**src/hw/rtl/xrg_pkg.sv**
```systemverilog
// Shared constants, types and the xorshift step function of the range generator.
package xrg_pkg;

    localparam int WORD_W  = 32;
    localparam int CNT_W   = $clog2(WORD_W);
    localparam int SHIFT_A = 11;
    localparam int SHIFT_B = 16;
    localparam int SHIFT_C = 5;
    localparam logic [WORD_W-1:0] SEED = 32'd42;

    typedef struct packed {
        logic full;
        logic empty;
    } q_status_t;

    function automatic logic [WORD_W-1:0] xs_advance(input logic [WORD_W-1:0] w);
        logic [WORD_W-1:0] t;
        t = w ^ (w << SHIFT_A);
        t = t ^ (t >> SHIFT_B);
        t = t ^ (t << SHIFT_C);
        return t;
    endfunction

endpackage

```
**src/hw/rtl/xrg_front.sv**
```systemverilog
// Front end: accepts request items, orders the bounds and forms the range span.
module xrg_front #(
    parameter int BOUND_BITS = 16
) (
    input  logic                         in_valid,
    output logic                         in_stall,
    input  logic signed [BOUND_BITS-1:0] bound_a,
    input  logic signed [BOUND_BITS-1:0] bound_b,
    input  xrg_pkg::q_status_t           q_status,
    output logic                         push,
    output logic [2*BOUND_BITS:0]        push_data
);

    logic signed [BOUND_BITS:0] a_x;
    logic signed [BOUND_BITS:0] b_x;
    logic signed [BOUND_BITS:0] lo_x;
    logic signed [BOUND_BITS:0] hi_x;
    logic                       swap;
    logic [BOUND_BITS:0]        diff;
    logic [BOUND_BITS:0]        span;

    always_comb
    begin
        a_x  = {bound_a[BOUND_BITS-1], bound_a};
        b_x  = {bound_b[BOUND_BITS-1], bound_b};
        swap = a_x > b_x;
        lo_x = swap ? b_x : a_x;
        hi_x = swap ? a_x : b_x;
        diff = unsigned'(hi_x - lo_x);
        span = diff + (BOUND_BITS+1)'(1);
    end

    assign in_stall  = q_status.full;
    assign push      = in_valid && !q_status.full;
    assign push_data = {lo_x[BOUND_BITS-1:0], span};

endmodule

```
**src/hw/rtl/xrg_queue.sv**
```systemverilog
// Two-entry queue between the front end and the modulo back end.
module xrg_queue #(
    parameter int DATA_W = 33
) (
    input  logic               clk,
    input  logic               rst_n,
    input  logic               push,
    input  logic [DATA_W-1:0]  push_data,
    input  logic               pop,
    output logic [DATA_W-1:0]  pop_data,
    output xrg_pkg::q_status_t q_status
);

    localparam int DEPTH = 2;
    localparam int PTR_W = $clog2(DEPTH);
    localparam int CNT_W = $clog2(DEPTH + 1);

    logic [DATA_W-1:0] mem [DEPTH];
    logic [PTR_W-1:0]  wr_ptr_reg;
    logic [PTR_W-1:0]  wr_ptr_next;
    logic [PTR_W-1:0]  rd_ptr_reg;
    logic [PTR_W-1:0]  rd_ptr_next;
    logic [CNT_W-1:0]  count_reg;
    logic [CNT_W-1:0]  count_next;

    always_comb
    begin
        wr_ptr_next = wr_ptr_reg;
        rd_ptr_next = rd_ptr_reg;
        count_next  = count_reg;
        if (push)
        begin
            wr_ptr_next = (wr_ptr_reg == PTR_W'(DEPTH - 1)) ? '0 : wr_ptr_reg + PTR_W'(1);
        end
        if (pop)
        begin
            rd_ptr_next = (rd_ptr_reg == PTR_W'(DEPTH - 1)) ? '0 : rd_ptr_reg + PTR_W'(1);
        end
        if (push && !pop)
        begin
            count_next = count_reg + CNT_W'(1);
        end
        else if (pop && !push)
        begin
            count_next = count_reg - CNT_W'(1);
        end
    end

    always_ff @(posedge clk or negedge rst_n)
    begin
        if (!rst_n)
        begin
            wr_ptr_reg <= '0;
            rd_ptr_reg <= '0;
            count_reg  <= '0;
        end
        else
        begin
            wr_ptr_reg <= wr_ptr_next;
            rd_ptr_reg <= rd_ptr_next;
            count_reg  <= count_next;
        end
    end

    always_ff @(posedge clk)
    begin
        if (push)
        begin
            mem[wr_ptr_reg] <= push_data;
        end
    end

    assign pop_data       = mem[rd_ptr_reg];
    assign q_status.full  = (count_reg == CNT_W'(DEPTH));
    assign q_status.empty = (count_reg == '0);

endmodule

```
**src/hw/rtl/xrg_back.sv**
```systemverilog
// Back end: xorshift step, bit-serial modulo by the span, and the result register.
module xrg_back #(
    parameter int BOUND_BITS = 16
) (
    input  logic                                clk,
    input  logic                                rst_n,
    input  xrg_pkg::q_status_t                  q_status,
    input  logic [2*BOUND_BITS:0]               pop_data,
    output logic                                pop,
    output logic                                out_valid,
    input  logic                                out_stall,
    output logic signed [BOUND_BITS-1:0]        value,
    output logic [xrg_pkg::WORD_W-1:0]          raw_word
);

    localparam logic [1:0] ST_IDLE = 2'd0;
    localparam logic [1:0] ST_RUN  = 2'd1;
    localparam logic [1:0] ST_FIN  = 2'd2;

    logic [1:0]                  state_reg;
    logic [1:0]                  state_next;
    logic [xrg_pkg::CNT_W-1:0]   cnt_reg;
    logic [xrg_pkg::CNT_W-1:0]   cnt_next;
    logic [xrg_pkg::WORD_W-1:0]  word_reg;
    logic [xrg_pkg::WORD_W-1:0]  word_next;
    logic [xrg_pkg::WORD_W-1:0]  div_reg;
    logic [xrg_pkg::WORD_W-1:0]  div_next;
    logic [BOUND_BITS-1:0]       rem_reg;
    logic [BOUND_BITS-1:0]       rem_next;
    logic [BOUND_BITS-1:0]       lo_reg;
    logic [BOUND_BITS-1:0]       lo_next;
    logic [BOUND_BITS:0]         span_reg;
    logic [BOUND_BITS:0]         span_next;
    logic                        out_valid_reg;
    logic                        out_valid_next;
    logic [BOUND_BITS-1:0]       value_reg;
    logic [BOUND_BITS-1:0]       value_next;
    logic [xrg_pkg::WORD_W-1:0]  raw_reg;
    logic [xrg_pkg::WORD_W-1:0]  raw_next;

    logic [xrg_pkg::WORD_W-1:0]  adv_word;
    logic [BOUND_BITS:0]         step_t;
    logic [BOUND_BITS:0]         step_sub;
    logic                        out_free;

    always_comb
    begin
        adv_word = xrg_pkg::xs_advance(word_reg);
        step_t   = {rem_reg, div_reg[xrg_pkg::WORD_W-1]};
        step_sub = (step_t >= span_reg) ? (step_t - span_reg) : step_t;
        out_free = !out_valid_reg || !out_stall;
        pop      = (state_reg == ST_IDLE) && !q_status.empty;

        state_next     = state_reg;
        cnt_next       = cnt_reg;
        word_next      = word_reg;
        div_next       = div_reg;
        rem_next       = rem_reg;
        lo_next        = lo_reg;
        span_next      = span_reg;
        out_valid_next = out_valid_reg && out_stall;
        value_next     = value_reg;
        raw_next       = raw_reg;

        case (state_reg)
            ST_IDLE:
            begin
                if (pop)
                begin
                    word_next  = adv_word;
                    div_next   = adv_word;
                    rem_next   = '0;
                    cnt_next   = '0;
                    lo_next    = pop_data[2*BOUND_BITS:BOUND_BITS+1];
                    span_next  = pop_data[BOUND_BITS:0];
                    state_next = ST_RUN;
                end
            end
            ST_RUN:
            begin
                div_next = div_reg << 1;
                rem_next = step_sub[BOUND_BITS-1:0];
                cnt_next = cnt_reg + xrg_pkg::CNT_W'(1);
                if (cnt_reg == xrg_pkg::CNT_W'(xrg_pkg::WORD_W - 1))
                begin
                    state_next = ST_FIN;
                end
            end
            ST_FIN:
            begin
                if (out_free)
                begin
                    out_valid_next = 1'b1;
                    value_next     = lo_reg + rem_reg;
                    raw_next       = word_reg;
                    state_next     = ST_IDLE;
                end
            end
            default:
            begin
                state_next = ST_IDLE;
            end
        endcase
    end

    always_ff @(posedge clk or negedge rst_n)
    begin
        if (!rst_n)
        begin
            state_reg     <= ST_IDLE;
            cnt_reg       <= '0;
            word_reg      <= xrg_pkg::SEED;
            out_valid_reg <= 1'b0;
        end
        else
        begin
            state_reg     <= state_next;
            cnt_reg       <= cnt_next;
            word_reg      <= word_next;
            out_valid_reg <= out_valid_next;
        end
    end

    always_ff @(posedge clk)
    begin
        div_reg   <= div_next;
        rem_reg   <= rem_next;
        lo_reg    <= lo_next;
        span_reg  <= span_next;
        value_reg <= value_next;
        raw_reg   <= raw_next;
    end

    assign out_valid = out_valid_reg;
    assign value     = signed'(value_reg);
    assign raw_word  = raw_reg;

endmodule

```
**src/hw/rtl/xorshift_range_generator.sv**
```systemverilog
// Items pass the two-entry queue, the one-bit-per-cycle modulo loop over the 32-bit
// word and the result register; the back end pops a new item only once it is idle,
// but the queue lets two further items be taken meanwhile.
// Reset (rst_n low, asynchronous) empties the queue, drops any pending result
// and sets the generator word to 42; there is no clearing pass.
module xorshift_range_generator #(
    parameter int BOUND_BITS = 16
) (
    input  logic                         clk,
    input  logic                         rst_n,
    input  logic                         in_valid,
    output logic                         in_stall,
    input  logic signed [BOUND_BITS-1:0] bound_a,
    input  logic signed [BOUND_BITS-1:0] bound_b,
    output logic                         out_valid,
    input  logic                         out_stall,
    output logic signed [BOUND_BITS-1:0] value,
    output logic [xrg_pkg::WORD_W-1:0]   raw_word
);

    localparam int Q_W = 2 * BOUND_BITS + 1;

    xrg_pkg::q_status_t q_status;
    logic               push;
    logic               pop;
    logic [Q_W-1:0]     push_data;
    logic [Q_W-1:0]     pop_data;

    xrg_front #(
        .BOUND_BITS(BOUND_BITS)
    ) u_front (
        .in_valid (in_valid),
        .in_stall (in_stall),
        .bound_a  (bound_a),
        .bound_b  (bound_b),
        .q_status (q_status),
        .push     (push),
        .push_data(push_data)
    );

    xrg_queue #(
        .DATA_W(Q_W)
    ) u_queue (
        .clk      (clk),
        .rst_n    (rst_n),
        .push     (push),
        .push_data(push_data),
        .pop      (pop),
        .pop_data (pop_data),
        .q_status (q_status)
    );

    xrg_back #(
        .BOUND_BITS(BOUND_BITS)
    ) u_back (
        .clk      (clk),
        .rst_n    (rst_n),
        .q_status (q_status),
        .pop_data (pop_data),
        .pop      (pop),
        .out_valid(out_valid),
        .out_stall(out_stall),
        .value    (value),
        .raw_word (raw_word)
    );

endmodule

```
**config.mk**
```make
export PLATFORM = sky130hd
export DESIGN_NAME = xorshift_range_generator
export DESIGN_NICKNAME = d
export VERILOG_FILES = /design/src/hw/rtl/xrg_pkg.sv /design/src/hw/rtl/xrg_front.sv /design/src/hw/rtl/xrg_queue.sv /design/src/hw/rtl/xrg_back.sv /design/src/hw/rtl/xorshift_range_generator.sv
export SDC_FILE = /design/constraint.sdc
export NUM_CORES = 1
export LEC_CHECK = 0
export BUFFER_PORTS_ARGS = -buffer_cell sky130_fd_sc_hd__buf_2
export CAP_MARGIN = 20
export CORE_UTILIZATION = 35
export CTS_CLUSTER_SIZE = 24
export DETAILED_ROUTE_END_ITERATION = 10
export GPL_ROUTABILITY_DRIVEN = 0
export PLACE_DENSITY = 0.58
export SETUP_SLACK_MARGIN = 0.05
export SYNTH_ARGS = -nofsm -noshare
export SYNTH_HDL_FRONTEND = slang
export SYNTH_SLANG_ARGS = --single-unit
```
**constraint.sdc**
```tcl
create_clock -name clk -period 10.7 [get_ports clk]
set_input_delay 1.07 -clock clk [delete_from_list [all_inputs] [get_ports clk]]
set_output_delay 1.07 -clock clk [all_outputs]
set_load 0.02 [all_outputs]
```
==> impl_table.tex <==
\begin{tabular}{lr}
\hline
Metric & Value \\
\hline
\multicolumn{2}{l}{\textbf{Worst hold path}} \\
Number of stages on the worst hold path & 1 \\
Type of the most critical hold path & reg -> reg \\
Hold-critical path endpoint & u\_back.cnt\_reg[2]\$\_DFFE\_PN0P\_ \\
Worst min-delay path startpoint & u\_back.cnt\_reg[2]\$\_DFFE\_PN0P\_ \\
\multicolumn{2}{l}{\textbf{Floorplanning}} \\
Number of ports placed on the die boundary & 86 \\
Die Footprint & between 0.03 and 0.04 mm² \\
Effective utilization at floorplan & 35.56\% \\
Chip height & 189.1 µm \\
Core Footprint & approximately 0.034 mm² \\
Horizontal die dimension & 189.1 µm \\
Number of rows in the core area & 68 \\
\multicolumn{2}{l}{\textbf{Flow run}} \\
Max-cap violation count & 0 \\
\multicolumn{2}{l}{\textbf{Route}} \\
Total Routed Length & 24.00 mm \\
Post-route ant nets & 0 \\
Iteration-0 DRC Markers & 290 \\
Via-to-Cell Ratio & 4.741 \\
Number of DRC violations after detailed routing & 0 \\
Number of optimization iterations in the first detailed-route pass & 4 \\
Wire per inst & approximately 15 µm \\
Via count of the routed design & approximately 7600 \\
\multicolumn{2}{l}{\textbf{Logic synthesis}} \\
Post-synthesis share of cell area spent on full adders, half adders and majority gates & 7.433\% \\
Number of enable flip-flop cells after synthesis & between 150 and 200 \\
Proportion of synthesized chip area in sequential cells & between 50\% and 60\% \\
Synth Area in XOR/XNOR & slightly above 10\% \\
Proportion of synthesized area in mux cells & 4.431\% \\
Complex-gate fraction of the synthesized area & 8.352\% \\
Fraction of the mapped netlist area in simple logic gates & between 10\% and 20\% \\
Number of warnings issued by yosys & 0 \\
Nets in the synthesized netlist & approximately 1100 \\
Portion of synthesized cell area occupied by the leading cell type & between 40\% and 50\% \\
Leading post-synthesis cells by cell area & edfxtp\_1 48\%, dfrtp\_1 8.4\%, ha\_1 6.9\% \\
Combinational family with the most area after synthesis & simple AND/OR/NAND/NOR gates \\
Post-Syn Instances & approximately 1000 \\
Number of distinct library cell variants in the gate-level netlist after synthesis & 58 \\
Number of synthesized register bits & $\sim$240 \\
Cell type contributing the most total cell area after synthesis & edfxtp\_1 \\
Post-Syn Area per Cell & about 12 µm² \\
Post-synthesis instance area & $\sim$0.012 mm² \\
Async set-or-reset flop fraction in the synthesized netlist & $\sim$18\% \\
Dominant register cell in the synthesized netlist & edfxtp\_1 \\
\multicolumn{2}{l}{\textbf{Timing}} \\
Transition time at the pin with the least slew margin & approximately 0.94 ns \\
Crit path time final & between 5 and 6 ns \\
Normalized max-slew margin & 37.22\% \\
Min setup slack post-route & $\sim$5.3 ns \\
Share of the clock period used by the worst path & 50.48\% \\
Final Slew Violations & 0 \\
Unrepaired setup endpoints after global routing & no \\
Fin Clk Skew & 0.007715 ns \\
Final setup TNS & 0 ns \\
Fmax achieved & about 190 MHz \\
Total setup violations reported at the end of the flow & 0 \\
Number of hold violations in the final report & 0 \\
\multicolumn{2}{l}{\textbf{Layout}} \\
Register area & approximately 0.0070 mm² \\
Fraction of layout instances using a drive strength above 1 & between 15 and 20\% \\
Top reg by flops & u\_queue.mem \\
Multi-input gate area in the final layout & approximately 0.0050 mm² \\
Layout fillers & between 3000 and 4000 \\
Diode count & 0 \\
P\&R area growth vs syn & 14.81\% \\
Net total in the final layout & approximately 1200 \\
Number of flip-flops in the largest register & 66 \\
Number of cells in the finished layout apart from fillers & approximately 1600 \\
\multicolumn{2}{l}{\textbf{Critical path}} \\
Family of cells with the greatest summed delay on the critical path & compound AO/OA/AOI/OAI gates \\
Worst R2R Setup Slack & between 7 and 8 ns \\
Slowest cell on the critical path & nand3\_2 \\
Reg-to-reg critical path endpoint & u\_back.rem\_reg[1]\$\_SDFFCE\_PN0P\_ \\
Worst Setup Path Type & in -> reg \\
Origin of the critical flop-to-flop path & u\_back.rem\_reg[6]\$\_SDFFCE\_PN0P\_ \\
Most Frequent Cell on Critical Path & a21oi\_1 \\
CP Buf/Inv Count & 2 \\
Max Fanout on Critical Path & 61 \\
Required time worst endpoint & 10.96 ns \\
Number of cells on the critical path & 19 \\
Crit-path cells & buf\_2, inv\_1, ha\_1, and3\_1, a221oi\_1, a21oi\_1, nand3b\_1, nand3\_2, o22ai\_1, ha\_1, fa\_1, a21o\_1, a21oi\_1, o21ai\_0, nand2\_1, o2111ai\_1, a31o\_2, a21oi\_1, xnor2\_1 \\
Largest stage delay on the critical path & between 0.6 and 0.7 ns \\
Worst Setup End Kind & flop \\
Arrival time worst endpoint & 5.66 ns \\
Worst Setup Start Kind & input pin \\
Depth of the worst register-to-register path & 9 \\
\multicolumn{2}{l}{\textbf{Place}} \\
HPWL after detailed placement & 16.96 mm \\
Dpl cells & between 1500 and 2000 \\
Port buffer count & 85 \\
Setup WS pre-CTS & just under 5 ns \\
\multicolumn{2}{l}{\textbf{Clock network}} \\
Post-CTS Setup Inserts & 0 \\
Clk Latency, worst-skew pair & $\sim$0.52 ns \\
Buffer type at the clock tree root & clkbuf\_16 \\
Buffers from clock root to sink, at most & 3 \\
Clock slew seen by the registers of the worst setup and hold paths & around 0.060 ns \\
Number of buffers created by CTS & 26 \\
H-tree lvl count & 1 \\
Hold bufs inserted after CTS & 0 \\
Resized Gates After CTS & 0 \\
CTS tree & done \\
Clock sink count & between 200 and 250 \\
\multicolumn{2}{l}{\textbf{Global routing}} \\
Number of antenna violations at the first check in global routing & 1 \\
Maximum number of pins on one net before global-route repair & 62 \\
Via count of the first global-routing pass & 7301 \\
Congestion Overflow GR & 0 \\
Combined global-route utilization of all metal layers & 13.31\% \\
Wire length of the first global-routing pass & 38.38 mm \\
\multicolumn{2}{l}{\textbf{Outcome}} \\
Status & finished, final reports clean \\
\multicolumn{2}{l}{\textbf{Pwr}} \\
Worst ir drop on vdd & approximately 0.00012 V \\
Total power after layout & between 3 and 4 mW \\
Leakage power summed over all cells & a little under 6 nW \\
Total power density per cell area & around 250 mW/mm² \\
\hline
\end{tabular}
==> synthesized netlist by cell type (3+ instances only) <==
cell	instances
and3_1	10
buf_1	5
nand2b_1	10
fa_1	3
a21o_1	12
dfrtp_1	41
a31oi_1	3
ha_1	68
o21a_1	9
mux2_2	34
o21ai_0	72
and2_1	3
nand3_1	10
edfxtp_1	195
xnor2_1	86
nor2_1	60
mux2i_1	16
a21oi_1	45
dfstp_2	3
nand4_1	4
clkbuf_1	26
nor2b_1	10
nand3b_1	15
o21bai_1	4
a21boi_0	3
xor2_1	55
nand2_1	128
nor3_1	16
inv_1	51
==> stage by stage <==
stage,area (µm²),hold WS [ns],util (%)
after global placement,13180,0.4918,38.26
after detailed placement,13180,0.4994,38.26
after global routing,14070,0.5333,40.83
after CTS,14020,0.5116,40.69
after floorplan,12250,0.4231,-
final,14070,0.5090,40.83
==> worst reg2reg max path, stage by stage, from the launching register on <==
cell      delay [ns]
edfxtp_1        0.45
ha_1            0.43
nand4_1         0.18
nor2_1          0.16
o31ai_2         0.11
a21oi_2         0.23
a21o_1          0.17
o21a_1          0.74
mux2i_1         0.18
and2_1          0.19
==> power breakdown <==
group          internal [mW]  switching [mW]  leakage [nW]
logic                  0.527           0.709          2.91
clock network          0.508           0.357         0.414
registers               1.35          0.0914          2.45
==> per-layer routing <==
metal	GRT usage, %	wire length, µm
met5	0	8
met1	19.36	12050
met4	3.939	590
met3	1.705	805
met2	20.66	10550
==> worst max-delay path by stage <==
stage / start / end / slack [ns]
2_1_floorplan: bound_b[10] / u_queue.mem[0][15]$_DFFE_PP_ / 5.93
3_3_place_gp: bound_b[10] / u_queue.mem[0][15]$_DFFE_PP_ / 4.83
3_5_place_dp: bound_b[10] / u_queue.mem[1][15]$_DFFE_PP_ / 4.81
4_1_cts: bound_a[10] / u_queue.mem[1][15]$_DFFE_PP_ / 5.35
5_1_grt: bound_b[10] / u_queue.mem[1][15]$_DFFE_PP_ / 5.02
6_report: bound_b[10] / u_queue.mem[0][15]$_DFFE_PP_ / 5.30
==> kinds of logic (layout without fill, tap and decap cells) <==
| group | count (synthesis) | after routing |
|---|---|---|
| AOI/OAI and AO/OA | 173 | 173 |
| xor gates and xnor gates | 141 | 141 |
| adders and majority gates | 71 | 71 |
| buffers and inverters | 85 | 194 |
| DFF | 239 | 239 |
| muxes | 50 | 50 |
| and+or+nand+nor | 273 | 273 |
==> layout make-up <==
| type | count | area share (%) |
|---|---|---|
| sequential | 239 | 49.48 |
| multi-input combinational | 708 | 35.38 |
| clock buffer | 35 | 5.229 |
| tap | 455 | 4.047 |
| timing repair buffer | 95 | 3.789 |
| inverter | 51 | 1.361 |
| clock inverter | 13 | 0.7204 |
==> cell usage in the layout (no fill, tap or decap), types with 2 or more instances in the layout <==
| cell type | n |
|---|---|
| a21boi_0 | 3 |
| a21o_1 | 12 |
| a21oi_1 | 44 |
| a221oi_1 | 2 |
| a31oi_1 | 3 |
| and2_1 | 3 |
| and3_1 | 10 |
| buf_2 | 85 |
| buf_4 | 8 |
| clkbuf_1 | 5 |
| clkbuf_16 | 27 |
| clkbuf_8 | 3 |
| clkinv_1 | 3 |
| clkinv_2 | 6 |
| dfrtp_1 | 41 |
| dfstp_2 | 3 |
| edfxtp_1 | 195 |
| fa_1 | 3 |
| ha_1 | 68 |
| inv_1 | 49 |
| inv_6 | 2 |
| mux2_2 | 34 |
| mux2i_1 | 16 |
| nand2_1 | 128 |
| nand2b_1 | 9 |
| nand3_1 | 9 |
| nand3b_1 | 15 |
| nand4_1 | 4 |
| nor2_1 | 59 |
| nor2b_1 | 9 |
| nor3_1 | 16 |
| nor4_1 | 2 |
| o2111ai_1 | 2 |
| o21a_1 | 9 |
| o21ai_0 | 72 |
| o21bai_1 | 4 |
| o22ai_1 | 2 |
| o41ai_1 | 2 |
| xnor2_1 | 86 |
| xor2_1 | 55 |
Note: power is estimated with default switching activity, not from simulation.
